`src/hdl/acomp_pkg.sv`:
```
// shared constants and payload types for the source-over compositor
`default_nettype none

package acomp_pkg;

    localparam int CH_W       = 8;
    localparam int ALPHA_W    = 16;
    localparam int COEF_W     = 15;
    localparam int NUM_W      = 31;
    localparam int PROD_W     = 23;
    localparam int DIV_STAGES = COEF_W;

    localparam logic [CH_W-1:0]    FULL_ALPHA = 8'd255;
    localparam logic [CH_W-1:0]    HALF_STEP  = 8'h80;
    localparam int                 FRAC_BITS  = 7;
    // 255 * 128, the full-coverage weight
    localparam logic [COEF_W-1:0]  COEF_FULL  = 15'd32640;
    // 255 * 255 * 128, numerator scale applied to source alpha
    localparam logic [PROD_W-1:0]  NUM_SCALE  = 23'd8323200;
    // half of one output step at the accumulator scale
    localparam logic [PROD_W-1:0]  ROUND_BIAS = PROD_W'(HALF_STEP) << FRAC_BITS;

    // payload carried through the divider stages
    typedef struct packed {
        logic [CH_W-1:0]    s_red;
        logic [CH_W-1:0]    s_green;
        logic [CH_W-1:0]    s_blue;
        logic [CH_W-1:0]    d_red;
        logic [CH_W-1:0]    d_green;
        logic [CH_W-1:0]    d_blue;
        logic [CH_W-1:0]    d_alpha;
        logic [ALPHA_W-1:0] outa;
        logic               transparent;
        logic [COEF_W-1:0]  num_low;
        logic [ALPHA_W-1:0] rem;
        logic [COEF_W-1:0]  quo;
    } stage_t;

endpackage

`default_nettype wire

```
`src/hdl/acomp_ifs.sv`:
```
// pixel pair and result channel interfaces
`default_nettype none

interface acomp_pix_if;
    logic                      valid;
    logic                      ready;
    logic [acomp_pkg::CH_W-1:0] src_red;
    logic [acomp_pkg::CH_W-1:0] src_green;
    logic [acomp_pkg::CH_W-1:0] src_blue;
    logic [acomp_pkg::CH_W-1:0] src_opacity;
    logic [acomp_pkg::CH_W-1:0] dst_red;
    logic [acomp_pkg::CH_W-1:0] dst_green;
    logic [acomp_pkg::CH_W-1:0] dst_blue;
    logic [acomp_pkg::CH_W-1:0] dst_alpha;

    modport source (
        output valid, src_red, src_green, src_blue, src_opacity,
        output dst_red, dst_green, dst_blue, dst_alpha,
        input  ready
    );
    modport sink (
        input  valid, src_red, src_green, src_blue, src_opacity,
        input  dst_red, dst_green, dst_blue, dst_alpha,
        output ready
    );
endinterface

interface acomp_res_if;
    logic                      valid;
    logic                      ready;
    logic [acomp_pkg::CH_W-1:0] out_red;
    logic [acomp_pkg::CH_W-1:0] out_green;
    logic [acomp_pkg::CH_W-1:0] out_blue;
    logic [acomp_pkg::CH_W-1:0] out_alpha;

    modport source (
        output valid, out_red, out_green, out_blue, out_alpha,
        input  ready
    );
    modport sink (
        input  valid, out_red, out_green, out_blue, out_alpha,
        output ready
    );
endinterface

`default_nettype wire

```
`src/hdl/acomp_front.sv`:
```
// first stage: coverage, divider numerator and initial remainder
`default_nettype none

module acomp_front (
    input  wire logic        clk,
    input  wire logic        rst_n,
    acomp_pix_if.sink        pixel,
    output acomp_pkg::stage_t out_data,
    output logic             out_valid,
    input  wire logic        out_ready
);

    logic                                  vld_reg;
    acomp_pkg::stage_t                     data_reg;
    acomp_pkg::stage_t                     data_next;
    logic                                  load;
    logic [acomp_pkg::ALPHA_W-1:0]         src_cov;
    logic [acomp_pkg::ALPHA_W-1:0]         blend;
    logic [acomp_pkg::NUM_W-1:0]           num;
    logic [acomp_pkg::CH_W-1:0]            inv_alpha;

    assign load        = !vld_reg || out_ready;
    assign pixel.ready = load;

    always_comb
    begin
        inv_alpha = acomp_pkg::FULL_ALPHA - pixel.src_opacity;
        // sa * 255 as a shift and subtract
        src_cov   = (acomp_pkg::ALPHA_W'(pixel.src_opacity) << acomp_pkg::CH_W)
                    - acomp_pkg::ALPHA_W'(pixel.src_opacity);
        blend     = acomp_pkg::ALPHA_W'(pixel.dst_alpha)
                    * acomp_pkg::ALPHA_W'(inv_alpha);
        num       = acomp_pkg::NUM_W'(pixel.src_opacity)
                    * acomp_pkg::NUM_W'(acomp_pkg::NUM_SCALE);

        data_next.s_red       = pixel.src_red;
        data_next.s_green     = pixel.src_green;
        data_next.s_blue      = pixel.src_blue;
        data_next.d_red       = pixel.dst_red;
        data_next.d_green     = pixel.dst_green;
        data_next.d_blue      = pixel.dst_blue;
        data_next.d_alpha     = pixel.dst_alpha;
        data_next.outa        = src_cov + blend;
        data_next.transparent = (pixel.src_opacity == '0);
        data_next.num_low     = num[acomp_pkg::COEF_W-1:0];
        // quotient fits in COEF_W bits, so the top part starts below the divisor
        data_next.rem         = num[acomp_pkg::NUM_W-1:acomp_pkg::COEF_W];
        data_next.quo         = '0;
    end

    always_ff @(posedge clk or negedge rst_n)
    begin
        if (!rst_n)
        begin
            vld_reg <= 1'b0;
        end
        else if (load)
        begin
            vld_reg <= pixel.valid;
        end
    end

    always_ff @(posedge clk)
    begin
        if (load && pixel.valid)
        begin
            data_reg <= data_next;
        end
    end

    assign out_data  = data_reg;
    assign out_valid = vld_reg;

endmodule

`default_nettype wire

```
`src/hdl/acomp_div.sv`:
```
// pipelined restoring divider, one quotient bit per stage
`default_nettype none

module acomp_div (
    input  wire logic              clk,
    input  wire logic              rst_n,
    input  wire acomp_pkg::stage_t in_data,
    input  wire logic              in_valid,
    output logic                   in_ready,
    output acomp_pkg::stage_t      out_data,
    output logic                   out_valid,
    input  wire logic              out_ready
);

    acomp_pkg::stage_t stg_reg [acomp_pkg::DIV_STAGES];
    logic              vld_reg [acomp_pkg::DIV_STAGES];
    logic              rdy     [acomp_pkg::DIV_STAGES+1];

    assign rdy[acomp_pkg::DIV_STAGES] = out_ready;
    assign in_ready                   = rdy[0];

    for (genvar k = 0; k < acomp_pkg::DIV_STAGES; k++)
    begin : g_stage
        acomp_pkg::stage_t             src;
        logic                          src_vld;
        acomp_pkg::stage_t             stg_next;
        logic [acomp_pkg::ALPHA_W:0]   trial;
        logic [acomp_pkg::ALPHA_W:0]   diff;
        logic                          ge;

        if (k == 0)
        begin : g_first
            assign src     = in_data;
            assign src_vld = in_valid;
        end
        else
        begin : g_rest
            assign src     = stg_reg[k-1];
            assign src_vld = vld_reg[k-1];
        end

        assign rdy[k] = !vld_reg[k] || rdy[k+1];

        always_comb
        begin
            // bring down the next numerator bit, msb first
            trial    = {src.rem, src.num_low[acomp_pkg::DIV_STAGES-1-k]};
            diff     = trial - {1'b0, src.outa};
            ge       = (trial >= {1'b0, src.outa});
            stg_next = src;
            stg_next.rem = ge ? diff[acomp_pkg::ALPHA_W-1:0]
                              : trial[acomp_pkg::ALPHA_W-1:0];
            stg_next.quo = {src.quo[acomp_pkg::COEF_W-2:0], ge};
        end

        always_ff @(posedge clk or negedge rst_n)
        begin
            if (!rst_n)
            begin
                vld_reg[k] <= 1'b0;
            end
            else if (rdy[k])
            begin
                vld_reg[k] <= src_vld;
            end
        end

        always_ff @(posedge clk)
        begin
            if (rdy[k] && src_vld)
            begin
                stg_reg[k] <= stg_next;
            end
        end
    end

    assign out_data  = stg_reg[acomp_pkg::DIV_STAGES-1];
    assign out_valid = vld_reg[acomp_pkg::DIV_STAGES-1];

endmodule

`default_nettype wire

```
`src/hdl/acomp_blend.sv`:
```
// weighted channel sums, divide-by-255 approximation and output register
`default_nettype none

module acomp_blend (
    input  wire logic              clk,
    input  wire logic              rst_n,
    input  wire acomp_pkg::stage_t in_data,
    input  wire logic              in_valid,
    output logic                   in_ready,
    acomp_res_if.source            result
);

    typedef struct packed {
        logic [acomp_pkg::PROD_W-1:0]  ps_red;
        logic [acomp_pkg::PROD_W-1:0]  ps_green;
        logic [acomp_pkg::PROD_W-1:0]  ps_blue;
        logic [acomp_pkg::PROD_W-1:0]  pd_red;
        logic [acomp_pkg::PROD_W-1:0]  pd_green;
        logic [acomp_pkg::PROD_W-1:0]  pd_blue;
        logic [acomp_pkg::CH_W-1:0]    d_red;
        logic [acomp_pkg::CH_W-1:0]    d_green;
        logic [acomp_pkg::CH_W-1:0]    d_blue;
        logic [acomp_pkg::CH_W-1:0]    d_alpha;
        logic [acomp_pkg::ALPHA_W-1:0] outa;
        logic                          transparent;
    } prod_t;

    typedef struct packed {
        logic [acomp_pkg::CH_W-1:0] red;
        logic [acomp_pkg::CH_W-1:0] green;
        logic [acomp_pkg::CH_W-1:0] blue;
        logic [acomp_pkg::CH_W-1:0] alpha;
    } pix_t;

    prod_t                          mult_reg;
    prod_t                          mult_next;
    logic                           prod_vld_reg;
    logic                           prod_load;
    pix_t                           res_reg;
    pix_t                           res_next;
    logic                           res_vld_reg;
    logic                           res_load;
    logic [acomp_pkg::COEF_W-1:0]   coef1;
    logic [acomp_pkg::COEF_W-1:0]   coef2;
    logic [acomp_pkg::ALPHA_W-1:0]  alpha_biased;
    logic [acomp_pkg::ALPHA_W-1:0]  alpha_adj;

    function automatic logic [acomp_pkg::CH_W-1:0] mix(
        input logic [acomp_pkg::PROD_W-1:0] ps,
        input logic [acomp_pkg::PROD_W-1:0] pd
    );
        logic [acomp_pkg::PROD_W-1:0] acc;
        logic [acomp_pkg::PROD_W-1:0] adj;
        acc = ps + pd + acomp_pkg::ROUND_BIAS;
        adj = acc + (acc >> acomp_pkg::CH_W);
        // divide by 256, then drop the fraction bits
        return adj[acomp_pkg::PROD_W-1:acomp_pkg::PROD_W-acomp_pkg::CH_W];
    endfunction

    assign res_load  = !res_vld_reg || result.ready;
    assign prod_load = !prod_vld_reg || res_load;
    assign in_ready  = prod_load;

    always_comb
    begin
        coef1 = in_data.quo;
        coef2 = acomp_pkg::COEF_FULL - coef1;
        mult_next.ps_red      = acomp_pkg::PROD_W'(in_data.s_red)
                                * acomp_pkg::PROD_W'(coef1);
        mult_next.ps_green    = acomp_pkg::PROD_W'(in_data.s_green)
                                * acomp_pkg::PROD_W'(coef1);
        mult_next.ps_blue     = acomp_pkg::PROD_W'(in_data.s_blue)
                                * acomp_pkg::PROD_W'(coef1);
        mult_next.pd_red      = acomp_pkg::PROD_W'(in_data.d_red)
                                * acomp_pkg::PROD_W'(coef2);
        mult_next.pd_green    = acomp_pkg::PROD_W'(in_data.d_green)
                                * acomp_pkg::PROD_W'(coef2);
        mult_next.pd_blue     = acomp_pkg::PROD_W'(in_data.d_blue)
                                * acomp_pkg::PROD_W'(coef2);
        mult_next.d_red       = in_data.d_red;
        mult_next.d_green     = in_data.d_green;
        mult_next.d_blue      = in_data.d_blue;
        mult_next.d_alpha     = in_data.d_alpha;
        mult_next.outa        = in_data.outa;
        mult_next.transparent = in_data.transparent;
    end

    always_comb
    begin
        alpha_biased = mult_reg.outa + acomp_pkg::ALPHA_W'(acomp_pkg::HALF_STEP);
        alpha_adj    = alpha_biased + (alpha_biased >> acomp_pkg::CH_W);
        if (mult_reg.transparent)
        begin
            // clear source: destination passes through
            res_next.red   = mult_reg.d_red;
            res_next.green = mult_reg.d_green;
            res_next.blue  = mult_reg.d_blue;
            res_next.alpha = mult_reg.d_alpha;
        end
        else
        begin
            res_next.red   = mix(mult_reg.ps_red,   mult_reg.pd_red);
            res_next.green = mix(mult_reg.ps_green, mult_reg.pd_green);
            res_next.blue  = mix(mult_reg.ps_blue,  mult_reg.pd_blue);
            res_next.alpha = alpha_adj[acomp_pkg::ALPHA_W-1:acomp_pkg::CH_W];
        end
    end

    always_ff @(posedge clk or negedge rst_n)
    begin
        if (!rst_n)
        begin
            prod_vld_reg <= 1'b0;
            res_vld_reg  <= 1'b0;
        end
        else
        begin
            if (prod_load)
            begin
                prod_vld_reg <= in_valid;
            end
            if (res_load)
            begin
                res_vld_reg <= prod_vld_reg;
            end
        end
    end

    always_ff @(posedge clk)
    begin
        if (prod_load && in_valid)
        begin
            mult_reg <= mult_next;
        end
        if (res_load && prod_vld_reg)
        begin
            res_reg <= res_next;
        end
    end

    assign result.valid     = res_vld_reg;
    assign result.out_red   = res_reg.red;
    assign result.out_green = res_reg.green;
    assign result.out_blue  = res_reg.blue;
    assign result.out_alpha = res_reg.alpha;

endmodule

`default_nettype wire

```
`src/hdl/alpha_composite_over_rgba8.sv`:
```
// top level of the source-over rgba8 compositor
`default_nettype none

// source-over compositing of one rgba8 source pixel onto one rgba8
// destination pixel. one pixel pair is taken and one result leaves per clock
// while the output is not stalled; the pipeline is 18 stages deep (1 front
// stage for coverage and numerator, 15 divider stages that each resolve one
// bit of the blend coefficient, 1 multiply stage, 1 sum and output register),
// and a result passes through each of these registers in that order before
// it can transfer out.
// a stall at the output backs up stage by stage: empty stages keep filling,
// and input ready drops only when every stage holds a pixel. a source alpha
// of zero returns the destination pixel unchanged. there is no
// configuration and no state carried between pixels.

module alpha_composite_over_rgba8 (
    input  wire logic   clk,
    input  wire logic   rst_n,
    acomp_pix_if.sink   pixel,
    acomp_res_if.source result
);

    // front stage to divider
    acomp_pkg::stage_t front_data;
    logic              front_valid;
    logic              front_ready;

    // divider to blend stages
    acomp_pkg::stage_t div_data;
    logic              div_valid;
    logic              div_ready;

    // coverage, outa255, numerator sa*255*255*128 and initial remainder
    acomp_front u_front (
        .clk       (clk),
        .rst_n     (rst_n),
        .pixel     (pixel),
        .out_data  (front_data),
        .out_valid (front_valid),
        .out_ready (front_ready)
    );

    // coef1 = numerator / outa255, one quotient bit per stage
    acomp_div u_div (
        .clk       (clk),
        .rst_n     (rst_n),
        .in_data   (front_data),
        .in_valid  (front_valid),
        .in_ready  (front_ready),
        .out_data  (div_data),
        .out_valid (div_valid),
        .out_ready (div_ready)
    );

    // weighted channel products, rounding and divide-by-255, output register
    acomp_blend u_blend (
        .clk      (clk),
        .rst_n    (rst_n),
        .in_data  (div_data),
        .in_valid (div_valid),
        .in_ready (div_ready),
        .result   (result)
    );

endmodule

`default_nettype wire
```
`src/flat_wrapper.sv`:
```
// flat-port wrapper written by rule: the top's interface ports become plain ports
module alpha_composite_over_rgba8_flat 
  (clk, rst_n, pixel_valid, pixel_src_red, pixel_src_green, pixel_src_blue, pixel_src_opacity, pixel_dst_red, pixel_dst_green, pixel_dst_blue, pixel_dst_alpha, pixel_ready, result_valid, result_out_red, result_out_green, result_out_blue, result_out_alpha, result_ready);
  acomp_pix_if pixel_i ();
  acomp_res_if result_i ();
  input  wire logic clk;
  input  wire logic rst_n;
  input wire logic [$bits(pixel_i.valid)-1:0] pixel_valid;
  input wire logic [$bits(pixel_i.src_red)-1:0] pixel_src_red;
  input wire logic [$bits(pixel_i.src_green)-1:0] pixel_src_green;
  input wire logic [$bits(pixel_i.src_blue)-1:0] pixel_src_blue;
  input wire logic [$bits(pixel_i.src_opacity)-1:0] pixel_src_opacity;
  input wire logic [$bits(pixel_i.dst_red)-1:0] pixel_dst_red;
  input wire logic [$bits(pixel_i.dst_green)-1:0] pixel_dst_green;
  input wire logic [$bits(pixel_i.dst_blue)-1:0] pixel_dst_blue;
  input wire logic [$bits(pixel_i.dst_alpha)-1:0] pixel_dst_alpha;
  output wire logic [$bits(pixel_i.ready)-1:0] pixel_ready;
  output wire logic [$bits(result_i.valid)-1:0] result_valid;
  output wire logic [$bits(result_i.out_red)-1:0] result_out_red;
  output wire logic [$bits(result_i.out_green)-1:0] result_out_green;
  output wire logic [$bits(result_i.out_blue)-1:0] result_out_blue;
  output wire logic [$bits(result_i.out_alpha)-1:0] result_out_alpha;
  input wire logic [$bits(result_i.ready)-1:0] result_ready;
  assign pixel_i.valid = pixel_valid;
  assign pixel_i.src_red = pixel_src_red;
  assign pixel_i.src_green = pixel_src_green;
  assign pixel_i.src_blue = pixel_src_blue;
  assign pixel_i.src_opacity = pixel_src_opacity;
  assign pixel_i.dst_red = pixel_dst_red;
  assign pixel_i.dst_green = pixel_dst_green;
  assign pixel_i.dst_blue = pixel_dst_blue;
  assign pixel_i.dst_alpha = pixel_dst_alpha;
  assign pixel_ready = pixel_i.ready;
  assign result_valid = result_i.valid;
  assign result_out_red = result_i.out_red;
  assign result_out_green = result_i.out_green;
  assign result_out_blue = result_i.out_blue;
  assign result_out_alpha = result_i.out_alpha;
  assign result_i.ready = result_ready;
  alpha_composite_over_rgba8 u_core (.clk(clk), .rst_n(rst_n), .pixel(pixel_i), .result(result_i));
endmodule
```
`config.mk`:
```
export PLATFORM = sky130hd
export DESIGN_NAME = alpha_composite_over_rgba8_flat
export DESIGN_NICKNAME = d
export VERILOG_FILES = /design/src/hdl/acomp_pkg.sv /design/src/hdl/acomp_ifs.sv /design/src/hdl/acomp_front.sv /design/src/hdl/acomp_div.sv /design/src/hdl/acomp_blend.sv /design/src/hdl/alpha_composite_over_rgba8.sv /design/src/flat_wrapper.sv
export SDC_FILE = /design/constraint.sdc
export NUM_CORES = 2
export LEC_CHECK = 0
export BUFFER_PORTS_ARGS = -buffer_cell sky130_fd_sc_hd__clkbuf_2
export CAP_MARGIN = 20
export CORE_UTILIZATION = 64
export DETAILED_ROUTE_END_ITERATION = 10
export GPL_TIMING_DRIVEN = 0
export PLACE_DENSITY = 0.81
export SYNTH_ARGS = -nofsm -noshare
export SYNTH_HDL_FRONTEND = slang
export SYNTH_SLANG_ARGS = --single-unit
```
`constraint.sdc`:
```
create_clock -name clk -period 22.1 [get_ports clk]
set_input_delay 2.21 -clock clk [delete_from_list [all_inputs] [get_ports clk]]
set_output_delay 2.21 -clock clk [all_outputs]
set_load 0.01 [all_outputs]
```
==> results by group <==
Global route
  • Gr ovfl total: 0
  • First-pass GRT wire length: 339 mm
  • Busiest grt layer: met2
  • GR met3 Demand/Resource: 0.0429
  • Antenna violations before repair: 16
  • Vias in the first global route: 60700
  • Gr usage total: 0.287
  • Met1 Use GR: 0.341
  • Met2 usage: 0.494
  • Largest net degree at the start of global routing: 74

Run status
  • Status: finished clean

Critical path
  • Reg2reg start: u_core.u_div.stg_reg[1][714]$_DFFE_PP_
  • CP startpoint kind: register
  • Critical Path Slowest Stage Cell: o41ai_1
  • Slowest Stage Delay on Critical Path: 780 ps
  • CP arrival: 9170 ps
  • Setup crit start: u_core.u_div.stg_reg[1][714]$_DFFE_PP_
  • Crit Path Max Fanout: 10
  • CP endpoint kind: register
  • CP required: 22650 ps
  • CP Class: reg2reg

Clocking
  • Clk_lat worst skew: 840 ps
  • Hold Buf Count CTS: 0
  • CTS tree: done
  • Clock Sink Count: 1799
  • Clock-pin transition on the worst setup and hold timing paths: 60 ps
  • CTS root buf: clkbuf_16
  • CTS buffer count: 173
  • Post-CTS Setup Bufs: 0
  • CTS Buffer Depth: 3
  • Post-cts sizing count: 0
  • H-Tree Level Count: 4

Drt
  • DR pass1 iterations: 6
  • DR WL/cell: 22.0 um
  • ANT nets after route: 0
  • Via count: 57900
  • Initial DRC Count: 3846
  • Drc violations: 0
  • Drt total wl: 219 mm
  • Via density: 5.80

Layout
  • Largest register FFs: 1467
  • # fillers: 9949
  • Net count reported at finish: 9189
  • Most common cell after layout, fill and taps aside: edfxtp_1
  • Most frequent cells in the layout: edfxtp_1 (1781), inv_1 (936), ha_1 (760)
  • Area growth, synth to finish: 9.92%
  • Post-route cell area: 109000 um^2
  • Layout cells sized above 1: 0.0819

STA
  • Period utilisation layout: 0.390
  • Slew @ Worst Pin: 1060 ps
  • RSZ-0062 raised after global routing: no
  • Setup_tns: 0 ps
  • Final Max Tran Viols: 0
  • Skew final: 70.5 ps
  • Max_slew headroom: 0.291
  • Endpoints failing hold: 0
  • # setup viols final: 0
  • Max Freq: 116 MHz
  • Fin crit period: 8620 ps

Hold path
  • Class of the worst hold path: reg2reg
  • Hold_sp: u_core.u_div.stg_reg[1][596]$_DFFE_PP_

Yosys
  • Post-synth EDFFs: 1781
  • Netlist cell types: 91
  • Async SR Flop Fraction: 0.0100
  • Post-Syn Area: 98900 um^2
  • Sequential-to-total area share from yosys stat: 0.545
  • Post-Syn Nets: 8882
  • Synth Flop Type: edfxtp_1
  • Top cells by area, synth: edfxtp_1 (54%), fa_1 (11%), ha_1 (9.6%)
  • Largest area contributor in the netlist: edfxtp_1
  • Count of mapped cells out of synthesis: 7500
  • Mapped Avg Cell Area: 13.2 um^2
  • Synth top area share: 0.540
  • Yosys warns: 0
  • Seq cells post-synth: 1799

Run
  • # Max-Cap Violations: 0

Floorplan
  • Ports: 102
  • # rows: 143
  • Die W: 395 um
  • Initial Util: 0.648
  • Die Ht: 395 um
  • Core footprint: 153000 um^2
  • Die area: 156000 um^2

Placed design
  • Port Buffers: 101
  • Placer Congestion: 0.938
  • DP Wirelength: 163 mm
  • Placed instance area: 103000 um^2
[routing by layer]
metal	routed length [um]	vias to the layer above	part of all wire
met4	14800	8	0.068
met1	83300	28800	0.38
met2	109000	1809	0.50
li1	-	26700	-
met3	11800	586	0.054
met5	92	-	0.00042
[Yosys cell counts (all sizes together) (28+ instances only)]
| cell type | count |
|---|---|
| ha | 760 |
| inv | 937 |
| clkbuf | 131 |
| buf | 28 |
| nand2 | 561 |
| a21oi | 232 |
| nor3 | 92 |
| nor2 | 288 |
| xnor2 | 259 |
| a31oi | 35 |
| and3 | 37 |
| xor2 | 101 |
| nor2b | 104 |
| and2 | 470 |
| nand4 | 65 |
| fa | 554 |
| a211oi | 37 |
| o21ai | 247 |
| a21boi | 44 |
| or2 | 29 |
| nand3 | 74 |
| mux2 | 161 |
| edfxtp | 1781 |
| a21o | 98 |
| o21a | 49 |
| nand2b | 63 |
[critical path: cells and delay by family (launching register included)]
| family | cells | cell delay (ps) |
|---|---|---|
| simple gates | 4 | 1040 |
| flops | 1 | 460 |
| compound gates | 7 | 1920 |
| buf+inv | 8 | 1760 |
| xor+xnor | 2 | 600 |
| fa+ha+maj | 6 | 2590 |
[through the flow]
step                cells  utilization  hold slack (ps)  setup slack [ps]
global route         9987        0.713              399             12960
detailed placement   9661        0.674              405             13530
finish               9988        0.713              390             13480
global placement     9631        0.668              400              7490
CTS                  9980        0.713              388             13500
floorplan            7500            -              400             11250
[path summary, 6_finish.rpt]
kind,to,slack (ps),depth (start not counted)
setup reg to reg,u_core.u_blend.mult_reg[117]$_DFFE_PP_,13480,27
min in group asynchronous,u_core.u_div.g_stage[1].src_vld$_DFFE_PN0P_,1350,1
hold / removal,u_core.u_div.stg_reg[1][716]$_DFFE_PP_,390,0
setup / recovery,u_core.u_blend.mult_reg[117]$_DFFE_PP_,13480,27
hold reg to reg,u_core.u_div.stg_reg[1][716]$_DFFE_PP_,390,0
max in group asynchronous,u_core.u_div.g_stage[12].src_vld$_DFFE_PN0P_,20360,1
[layout make-up]
| class | count | area, um^2 | area share |
|---|---|---|---|
| clock inverter | 121 | 1530 | 0.0141 |
| inverter | 938 | 3520 | 0.0324 |
| sequential | 1799 | 53900 | 0.496 |
| antenna | 7 | 17.5 | 0.000161 |
| timing repair buffer | 132 | 1210 | 0.0111 |
| clock buffer | 198 | 4420 | 0.0407 |
| tap | 2030 | 2540 | 0.0234 |
| buffer | 159 | 639 | 0.00588 |
| multi-input combinational | 4604 | 41000 | 0.377 |
[cells by family (layout without fill, tap and decap cells)]
kind of cell | after synthesis | count (layout) | share of synthesized area
mux | 186 | 186 | 0.0209
flops | 1799 | 1799 | 0.545
xor+xnor | 360 | 360 | 0.0319
fa+ha+maj | 1314 | 1314 | 0.208
simple gates | 1850 | 1850 | 0.0945
other cells | 1 | 8 | 0.0000379
buf+inv | 1097 | 1548 | 0.0420
compound gates | 893 | 893 | 0.0574
Power is left out: the tool's default activity adds up to more than one toggle a clock period on the data nets, which glitch-free logic cannot reach.
